==> src/hw/rtl/cbw_pkg.sv <==
`timescale 1ns / 1ps
// ----------------------------------------------------------------------------
// cbw_pkg
// Shared widths, constants and the command and status bundles that pass
// between the controller and the datapath of the beatpath winner unit.
// ----------------------------------------------------------------------------
package cbw_pkg;

    localparam int CFG_W    = 5;
    localparam int CAND_W   = 4;
    localparam int RATING_W = 16;
    localparam int WIN_W    = 4;

    localparam logic [CFG_W-1:0] CFG_RESET = 5'd16;

    typedef struct packed {
        logic tal_inc;     // tally the pair at (j, k) from the two ratings
        logic tal_clr;     // write zero at the clear address
        logic path_fw;     // path ports at (j, l) and (k, l) instead of (j, k) and (k, j)
        logic elect_init;  // forget results of the previous election
        logic row_clr;     // start a new row of the scan
        logic plain_step;  // check one pair for a loss and seed the path matrix
        logic plain_end;   // close a row of the plain winner scan
        logic via_load;    // latch the strength of the path from k to j
        logic fw_step;     // relax the path from k to l through j
        logic win_step;    // fold one path into the row's loss flag and size
        logic win_end;     // close a row of the beatpath winner scan
        logic out_load;    // load the result register
    } cmd_t;

    typedef struct packed {
        logic plain_found;
        logic out_busy;
    } stat_t;

endpackage

==> src/hw/rtl/cbw_ctrl.sv <==
`timescale 1ns / 1ps
// ----------------------------------------------------------------------------
// cbw_ctrl
// Sequencer for the ballot tally, the plain winner scan, the widest path
// closure, the beatpath winner scan and the tally clearing pass.
// ----------------------------------------------------------------------------
module cbw_ctrl #(
    parameter int MAX_CANDIDATES = 16
) (
    input  logic                                             clk,
    input  logic                                             rst_n,
    input  logic                                             cfg_valid,
    output logic                                             cfg_ready,
    input  logic [cbw_pkg::CFG_W-1:0]                        cfg_data,
    input  logic                                             in_valid,
    output logic                                             in_ready,
    input  logic                                             last_of_ballot,
    input  logic                                             last_of_election,
    input  cbw_pkg::stat_t                                   stat,
    output cbw_pkg::cmd_t                                    cmd,
    output logic [$clog2(MAX_CANDIDATES+1)-1:0]              j_idx,
    output logic [$clog2(MAX_CANDIDATES+1)-1:0]              k_idx,
    output logic [$clog2(MAX_CANDIDATES+1)-1:0]              l_idx,
    output logic [$clog2(MAX_CANDIDATES*MAX_CANDIDATES)-1:0] clr_addr
);

    localparam int CW    = $clog2(MAX_CANDIDATES + 1);
    localparam int CELLS = MAX_CANDIDATES * MAX_CANDIDATES;
    localparam int AW    = $clog2(CELLS);

    localparam logic [4:0] S_CLEAR  = 5'd0;
    localparam logic [4:0] S_IDLE   = 5'd1;
    localparam logic [4:0] S_T_RD   = 5'd2;
    localparam logic [4:0] S_T_EX   = 5'd3;
    localparam logic [4:0] S_P_ROW  = 5'd4;
    localparam logic [4:0] S_P_RD   = 5'd5;
    localparam logic [4:0] S_P_EX   = 5'd6;
    localparam logic [4:0] S_P_END  = 5'd7;
    localparam logic [4:0] S_P_CHK  = 5'd8;
    localparam logic [4:0] S_F_K    = 5'd9;
    localparam logic [4:0] S_F_VIA  = 5'd10;
    localparam logic [4:0] S_F_RD   = 5'd11;
    localparam logic [4:0] S_F_EX   = 5'd12;
    localparam logic [4:0] S_W_ROW  = 5'd13;
    localparam logic [4:0] S_W_RD   = 5'd14;
    localparam logic [4:0] S_W_EX   = 5'd15;
    localparam logic [4:0] S_W_END  = 5'd16;
    localparam logic [4:0] S_DONE   = 5'd17;

    logic [4:0]              state_reg, state_next;
    logic [cbw_pkg::CFG_W-1:0] cfg_reg;
    logic [CW-1:0]           n_reg, n_next;
    logic [CW-1:0]           n_cfg;
    logic                    elect_reg, elect_next;
    logic [CW-1:0]           j_reg, j_next;
    logic [CW-1:0]           k_reg, k_next;
    logic [CW-1:0]           l_reg, l_next;
    logic [AW-1:0]           clr_reg, clr_next;
    logic                    in_accept;

    assign cfg_ready = 1'b1;
    assign in_ready  = (state_reg == S_IDLE);
    assign in_accept = in_valid && in_ready;

    always_comb
    begin
        if (int'(cfg_reg) < 2)
        begin
            n_cfg = CW'(2);
        end
        else if (int'(cfg_reg) > MAX_CANDIDATES)
        begin
            n_cfg = CW'(MAX_CANDIDATES);
        end
        else
        begin
            n_cfg = CW'(cfg_reg);
        end
    end

    always_comb
    begin
        state_next = state_reg;
        n_next     = n_reg;
        elect_next = elect_reg;
        j_next     = j_reg;
        k_next     = k_reg;
        l_next     = l_reg;
        clr_next   = clr_reg;
        cmd        = '0;
        unique case (state_reg)
            S_CLEAR:
            begin
                cmd.tal_clr = 1'b1;
                clr_next    = clr_reg + 1'b1;
                if (clr_reg == AW'(CELLS - 1))
                begin
                    state_next = S_IDLE;
                end
            end
            S_IDLE:
            begin
                if (in_accept && (last_of_ballot || last_of_election))
                begin
                    n_next     = n_cfg;
                    elect_next = last_of_election;
                    j_next     = '0;
                    k_next     = CW'(1);
                    state_next = S_T_RD;
                end
            end
            S_T_RD:
            begin
                state_next = S_T_EX;
            end
            S_T_EX:
            begin
                cmd.tal_inc = 1'b1;
                state_next  = S_T_RD;
                if (k_reg == n_reg - 1'b1)
                begin
                    if (j_reg == n_reg - CW'(2))
                    begin
                        j_next = '0;
                        if (elect_reg)
                        begin
                            cmd.elect_init = 1'b1;
                            state_next     = S_P_ROW;
                        end
                        else
                        begin
                            state_next = S_IDLE;
                        end
                    end
                    else
                    begin
                        j_next = j_reg + 1'b1;
                        k_next = j_reg + CW'(2);
                    end
                end
                else
                begin
                    k_next = k_reg + 1'b1;
                end
            end
            S_P_ROW:
            begin
                cmd.row_clr = 1'b1;
                k_next      = '0;
                state_next  = S_P_RD;
            end
            S_P_RD:
            begin
                if (k_reg == n_reg)
                begin
                    state_next = S_P_END;
                end
                else if (k_reg == j_reg)
                begin
                    k_next = k_reg + 1'b1;
                end
                else
                begin
                    state_next = S_P_EX;
                end
            end
            S_P_EX:
            begin
                cmd.plain_step = 1'b1;
                k_next         = k_reg + 1'b1;
                state_next     = S_P_RD;
            end
            S_P_END:
            begin
                cmd.plain_end = 1'b1;
                if (j_reg == n_reg - 1'b1)
                begin
                    state_next = S_P_CHK;
                end
                else
                begin
                    j_next     = j_reg + 1'b1;
                    state_next = S_P_ROW;
                end
            end
            S_P_CHK:
            begin
                j_next = '0;
                k_next = '0;
                if (stat.plain_found)
                begin
                    state_next = S_DONE;
                end
                else
                begin
                    state_next = S_F_K;
                end
            end
            S_F_K:
            begin
                if (k_reg == n_reg)
                begin
                    k_next = '0;
                    if (j_reg == n_reg - 1'b1)
                    begin
                        j_next     = '0;
                        state_next = S_W_ROW;
                    end
                    else
                    begin
                        j_next = j_reg + 1'b1;
                    end
                end
                else if (k_reg == j_reg)
                begin
                    k_next = k_reg + 1'b1;
                end
                else
                begin
                    state_next = S_F_VIA;
                end
            end
            S_F_VIA:
            begin
                cmd.via_load = 1'b1;
                l_next       = '0;
                state_next   = S_F_RD;
            end
            S_F_RD:
            begin
                cmd.path_fw = 1'b1;
                if (l_reg == n_reg)
                begin
                    k_next     = k_reg + 1'b1;
                    state_next = S_F_K;
                end
                else if (l_reg == j_reg || l_reg == k_reg)
                begin
                    l_next = l_reg + 1'b1;
                end
                else
                begin
                    state_next = S_F_EX;
                end
            end
            S_F_EX:
            begin
                cmd.path_fw = 1'b1;
                cmd.fw_step = 1'b1;
                l_next      = l_reg + 1'b1;
                state_next  = S_F_RD;
            end
            S_W_ROW:
            begin
                cmd.row_clr = 1'b1;
                k_next      = '0;
                state_next  = S_W_RD;
            end
            S_W_RD:
            begin
                if (k_reg == n_reg)
                begin
                    state_next = S_W_END;
                end
                else if (k_reg == j_reg)
                begin
                    k_next = k_reg + 1'b1;
                end
                else
                begin
                    state_next = S_W_EX;
                end
            end
            S_W_EX:
            begin
                cmd.win_step = 1'b1;
                k_next       = k_reg + 1'b1;
                state_next   = S_W_RD;
            end
            S_W_END:
            begin
                cmd.win_end = 1'b1;
                if (j_reg == n_reg - 1'b1)
                begin
                    state_next = S_DONE;
                end
                else
                begin
                    j_next     = j_reg + 1'b1;
                    state_next = S_W_ROW;
                end
            end
            S_DONE:
            begin
                if (!stat.out_busy)
                begin
                    cmd.out_load = 1'b1;
                    clr_next     = '0;
                    state_next   = S_CLEAR;
                end
            end
            default:
            begin
                state_next = S_CLEAR;
            end
        endcase
    end

    always_ff @(posedge clk or negedge rst_n)
    begin
        if (!rst_n)
        begin
            state_reg <= S_CLEAR;
            cfg_reg   <= cbw_pkg::CFG_RESET;
            n_reg     <= CW'(2);
            elect_reg <= 1'b0;
            j_reg     <= '0;
            k_reg     <= '0;
            l_reg     <= '0;
            clr_reg   <= '0;
        end
        else
        begin
            state_reg <= state_next;
            n_reg     <= n_next;
            elect_reg <= elect_next;
            j_reg     <= j_next;
            k_reg     <= k_next;
            l_reg     <= l_next;
            clr_reg   <= clr_next;
            if (cfg_valid && cfg_ready)
            begin
                cfg_reg <= cfg_data;
            end
        end
    end

    assign j_idx    = j_reg;
    assign k_idx    = k_reg;
    assign l_idx    = l_reg;
    assign clr_addr = clr_reg;

endmodule

==> config.mk <==
export PLATFORM = sky130hd
export DESIGN_NAME = cbw_ctrl
export DESIGN_NICKNAME = d
export VERILOG_FILES = /design/src/hw/rtl/cbw_pkg.sv /design/src/hw/rtl/cbw_ctrl.sv
export SDC_FILE = /design/constraint.sdc
export NUM_CORES = 1
export LEC_CHECK = 0
export BUFFER_PORTS_ARGS = -buffer_cell sky130_fd_sc_hd__buf_4
export CORE_ASPECT_RATIO = 0.8
export CORE_MARGIN = 2
export CORE_UTILIZATION = 48
export DETAILED_ROUTE_END_ITERATION = 16
export PLACE_DENSITY = 0.79
export SLEW_MARGIN = 5
export SYNTH_ARGS = -nofsm -noshare
export SYNTH_HDL_FRONTEND = slang
export SYNTH_SLANG_ARGS = --single-unit
==> constraint.sdc <==
create_clock -name clk -period 4.3 [get_ports clk]
set_clock_uncertainty 0.2 [all_clocks]
set_input_delay 0.43 -clock clk [delete_from_list [all_inputs] [get_ports clk]]
set_output_delay 0.43 -clock clk [all_outputs]
set_load 0.005 [all_outputs]
======== After elaboration in Yosys (flattened, before gate mapping) ========
Index checks and enable logic that the tools add are counted.
cells by class
  order comparisons ....................... 2
  eq/ne operators ......................... 42
  reductions and logical operators ........ 24
  muxes and demuxes ....................... 57
  $add $sub $neg .......................... 7
operators by type and width
  cell                                                              number
  5-bit 2-to-1 mux                                                  31
  5-bit one-hot mux with 15 select lines                            1
  5-bit by 4-bit == test with 1-bit output (second input constant)  8
  5-bit == test                                                     8
  5-bit one-hot mux with 7 select lines                             1
  5-bit one-hot mux with 5 select lines                             1
  5-bit by 3-bit == test with 1-bit output (second input constant)  4
  2-bit != test (second input constant)                             9
  3-bit != test (second input constant)                             6
  1-bit 2-to-1 mux                                                  16
  8-bit one-hot mux with 2 select lines                             1
  2-bit OR reduction                                                8
  5-bit by 1-bit adder with 5-bit output (second input constant)    3
  5-bit one-hot mux with 3 select lines                             1
  5-bit by 2-bit == test with 1-bit output (second input constant)  2
  5-bit == test (second input constant)                             2
  5-bit AND reduction                                               2
  3-bit 2-to-1 mux                                                  3
  8-bit by 1-bit adder with 8-bit output (second input constant)    1
  8-bit == test (second input constant)                             1
  8-bit 2-to-1 mux                                                  1
  8-bit AND reduction                                               1
  7-bit nonzero test                                                1
  5-bit by 2-bit adder with 5-bit output (second input constant)    1
  16 further kinds                                                  19
word-level totals
  flip-flop bits (word level) ............. 39
  logic and storage cells ................. 140
  input bits .............................. 13
  output and inout bits ................... 37

======== Logic depth before layout (Yosys ltp) ========
  depth in word-level cells ............... 5
  mapped depth ............................ 10
  mapped depth without buffers ............ 8

======== Worst setup path before layout ========
OpenSTA, ideal clock, no wires.
  path type ............................... reg-to-output
  from .................................... register n_reg[1]
  to ...................................... output cmd[8] (netlist name)
  path buffers ............................ 2
  required time ........................... 3.670 ns
  cell stages (with the launch flop) ...... 10
  setup slack ............................. 1.190 ns
  data arrival time ....................... 2.480 ns
  cells stage by stage .................... dfstp_2 clkbuf_1 inv_1 ha_1 xnor2_1 a211o_1 a211o_4 nor4_4 buf_4 and2_1
RTL lines
  element                 line             source
  from (decl)             cbw_ctrl.sv:52   logic [CW-1:0] n_reg, n_next;
  from (signal assigned)  cbw_ctrl.sv:325  n_reg <= n_next;
  to (decl)               cbw_ctrl.sv:20   output cbw_pkg::cmd_t cmd,

==> flow_summary.yaml <==
synthesis:
  synth_edf_count: 0
  async_flop_share_pct: 100
  ys_seq_elements: 39
  synth-main-ff-cell: "dfrtp_1"
  ys_seq_area_share_pct: 28.8
  netlist_area_mm2: 0.00340
  synth_cell_types: 79
  syn-num-nets: 413
  synthCells: 392
  yosys_warnings: 0
  syn_area_per_cell_um2: 8.68
cts:
  cts_resized: 0
  clock_sinks: 39
  cts_tree: "built"
  cts_max_level: 2
  clockBufferDepth: 2
  cts-root-buf: "clkbuf_8"
  path_clk_slew_ps: 80
  cts-buffers-inserted: 5
  clkLatencyLatePin_ps: 300
power:
  p_leak_nw: 1.56
  clockPowerShare_pct: 38.1
  ir_worst_vdd_v: 0.000107
  power_frac_comb_pct: 4.9
  pwr-share-seq_pct: 57.0
  power.switching_w: 0.000157
  power.total_w: 0.000660
  p_sw_share_pct: 23.8
  power_density_mw_per_mm2: 174
  internal-power_w: 0.000503
setup_path:
  end_kind: "output port"
  path_class: "reg -> out"
  cpMaxStageDelayCell: "dfstp_2"
  start_kind: "register"
  crit_top_cell: "buf_4"
  crit_buf_inv: 3
  crit_family: "flip-flops"
  cpPeakStageDelay_ps: 600
  cp_max_fo: 11
  critPathArrivalTime_ps: 2800
  crit_chain: "inv_1 -> ha_1 -> xnor2_1 -> a211o_1 -> a211o_4 -> nor4_4 -> buf_4 -> and2_1 -> buf_4"
  cp.required_ps: 3670
outcome:
  status: "finished, final reports clean"
detailed_routing:
  first_pass_iters: 5
  routed_wl_um: 8640
  via_per_inst: 6.12
  wl_per_cell_um: 17.0
  drc_errors: 0
  drtAntennaViolNets: 0
  vias: 3109
  drt_iter0_markers: 312
sta:
  finalSetupTns_ps: 0
  fin_crit_sh_pct: 79.8
  finalHoldViolCount: 0
  setup_viol: 0
  slew_violations: 0
  tightest_slew_ps: 878
  slew_headroom_pct: 40.9
  fmaxAchievable_ghz: 0.291
  fin_ws_ps: 869
  rsz0062_at_grt: "no"
  finalCriticalPeriod_ps: 3430
die:
  core_area_mm2: 0.00686
  die-width_um: 98.1
  rows: 27
  die_h_um: 79.3
  initial_core_util_pct: 49.6
  num_io_pins: 50
  dieArea_mm2: 0.00778
global_routing:
  grt_max_degree: 40
  antenna_found_initial: 0
  gr-usage-all-layers_pct: 22.7
  grt_use_met1_pct: 32.3
  grt_pass1_wl_um: 14400
  grt_busiest_layer: "met2"
  met2_usage_pct: 34.9
  gr-total-overflow: 0
  grt_pass1_vias: 2942
  met3_usage_pct: 4.40
placed_design:
  place_area_mm2: 0.00370
  post-place-ws_ps: 1200
  routabilityCongestion: 0.952
  dp_hpwl_um: 6480
  io_buffers: 48
cells_and_area:
  num_antenna_cells: 0
  largest_reg_flops: 8
  drive_above_1_share_pct: 20.4
  nets: 441
  fillers: 636
  final_area_mm2: 0.00379
  area_growth_pct: 11.6
flow_run:
  maxCapViolCount: 0
min_path:
  min_path_type: "in -> reg"
[worst paths after layout]
kind / start / end / slack [ps] / cells after the start
setup reg to reg: state_reg[2] / state_reg[2] / 1200 / 7
max in group asynchronous: rst_n / cfg_reg[4] / 3090 / 2
hold / removal: cfg_data[0] / cfg_reg[0] / 160 / 2
min in group asynchronous: rst_n / clr_addr[4] / 440 / 2
setup / recovery: n_reg[1] / cmd[8] / 870 / 9
hold reg to reg: cfg_reg[0] / cfg_reg[0] / 320 / 1
[synthesized netlist by cell type, types with 4 or more instances]
cell      number  area share [%]
dfrtp_1       37              27
xnor2_1       32             8.2
nor2_1        27             3.0
o21ai_0       26             3.8
nand2_1       23             2.5
nand3_1       18             2.6
inv_1         15             1.7
a21oi_1       14             2.1
nor3_1        14             2.1
xor2_1        11             2.8
clkbuf_1       9            0.99
ha_1           8             2.9
mux2_2         8             2.6
a211oi_1       7             1.5
nor2b_1        7             1.3
buf_2          6            0.88
o211ai_1       6             1.3
a211o_1        5             1.3
a221oi_1       5             1.3
and3_1         5            0.92
buf_4          5             1.1
mux2i_1        5             1.5
nand3b_1       5             1.1
nor4_1         5            0.92
a22o_1         4             1.0
buf_1          4            0.44
nand2b_1       4            0.74
or3_1          4            0.74
[stage by stage]
step                      utilization, %  hold slack (ps)  instances
final                               55.3              161        508
after global routing                55.3              153        508
after CTS                           55.3              156        508
after detailed placement            53.9              241        499
after global placement              53.9              236        499
after floorplan                        -            -65.6        392
[power by group through the flow]
stage / combinational (W) / sequential, W / clock [W]
floorplan: 0.0000129 / 0.000383 / 0
global placement: 0.0000315 / 0.000384 / 0
detailed placement: 0.0000325 / 0.000384 / 0
CTS: 0.0000332 / 0.000377 / 0.000259
global route: 0.0000364 / 0.000378 / 0.000274
finish: 0.0000323 / 0.000377 / 0.000252
[layer usage]
| layer | vias to the layer above | share of wire (%) |
|---|---|---|
| li1 | 1476 | - |
| met1 | 1502 | 47 |
| met2 | 122 | 45 |
| met3 | 9 | 7.0 |
| met4 | 0 | 1.1 |
| met5 | - | 0 |
[logic make-up after synthesis]
logic type                 after synthesis  share of synthesized area [%]
and+or+nand+nor                        140                           23.5
AOI/OAI and AO/OA                      102                           21.7
muxes                                   13                           4.12
DFF                                     39                           28.8
xor gates and xnor gates                44                           11.8
other                                    1                          0.110
buffers and inverters                   45                           7.06
adders and majority gates                8                           2.94
[final cells by class]
type	count	area [um2]	share of cell area, %
flip-flops and latches	39	978	25.8
multi-input cells	308	2180	57.5
clock inverters	2	13.8	0.363
repair buffers	50	378	9.96
inverters	16	60.1	1.58
clock buffers	6	72.6	1.91
well taps	87	109	2.87
[cell usage in the layout, fill, tap and decap left out, types with 5 or more instances in the layout]
cell type,synthesis,final
buf_4,5,49
dfrtp_1,37,37
xnor2_1,32,32
nor2_1,27,27
o21ai_0,26,26
nand2_1,23,23
nand3_1,18,18
inv_1,15,15
nor3_1,14,14
a21oi_1,14,14
xor2_1,11,11
mux2_2,8,8
ha_1,8,8
nor2b_1,7,7
a211oi_1,7,7
o211ai_1,6,6
and3_1,5,5
nor4_1,5,5
a211o_1,5,5
nand3b_1,5,5
a221oi_1,5,5
mux2i_1,5,5
clkbuf_8,3,5
[repair_timing]
item / CTS / global route
hold endpoints to repair: 37 / 0
hold buffers: 1 / 0
setup buffers: 0 / 0
Note: power is estimated with default switching activity, not from simulation.
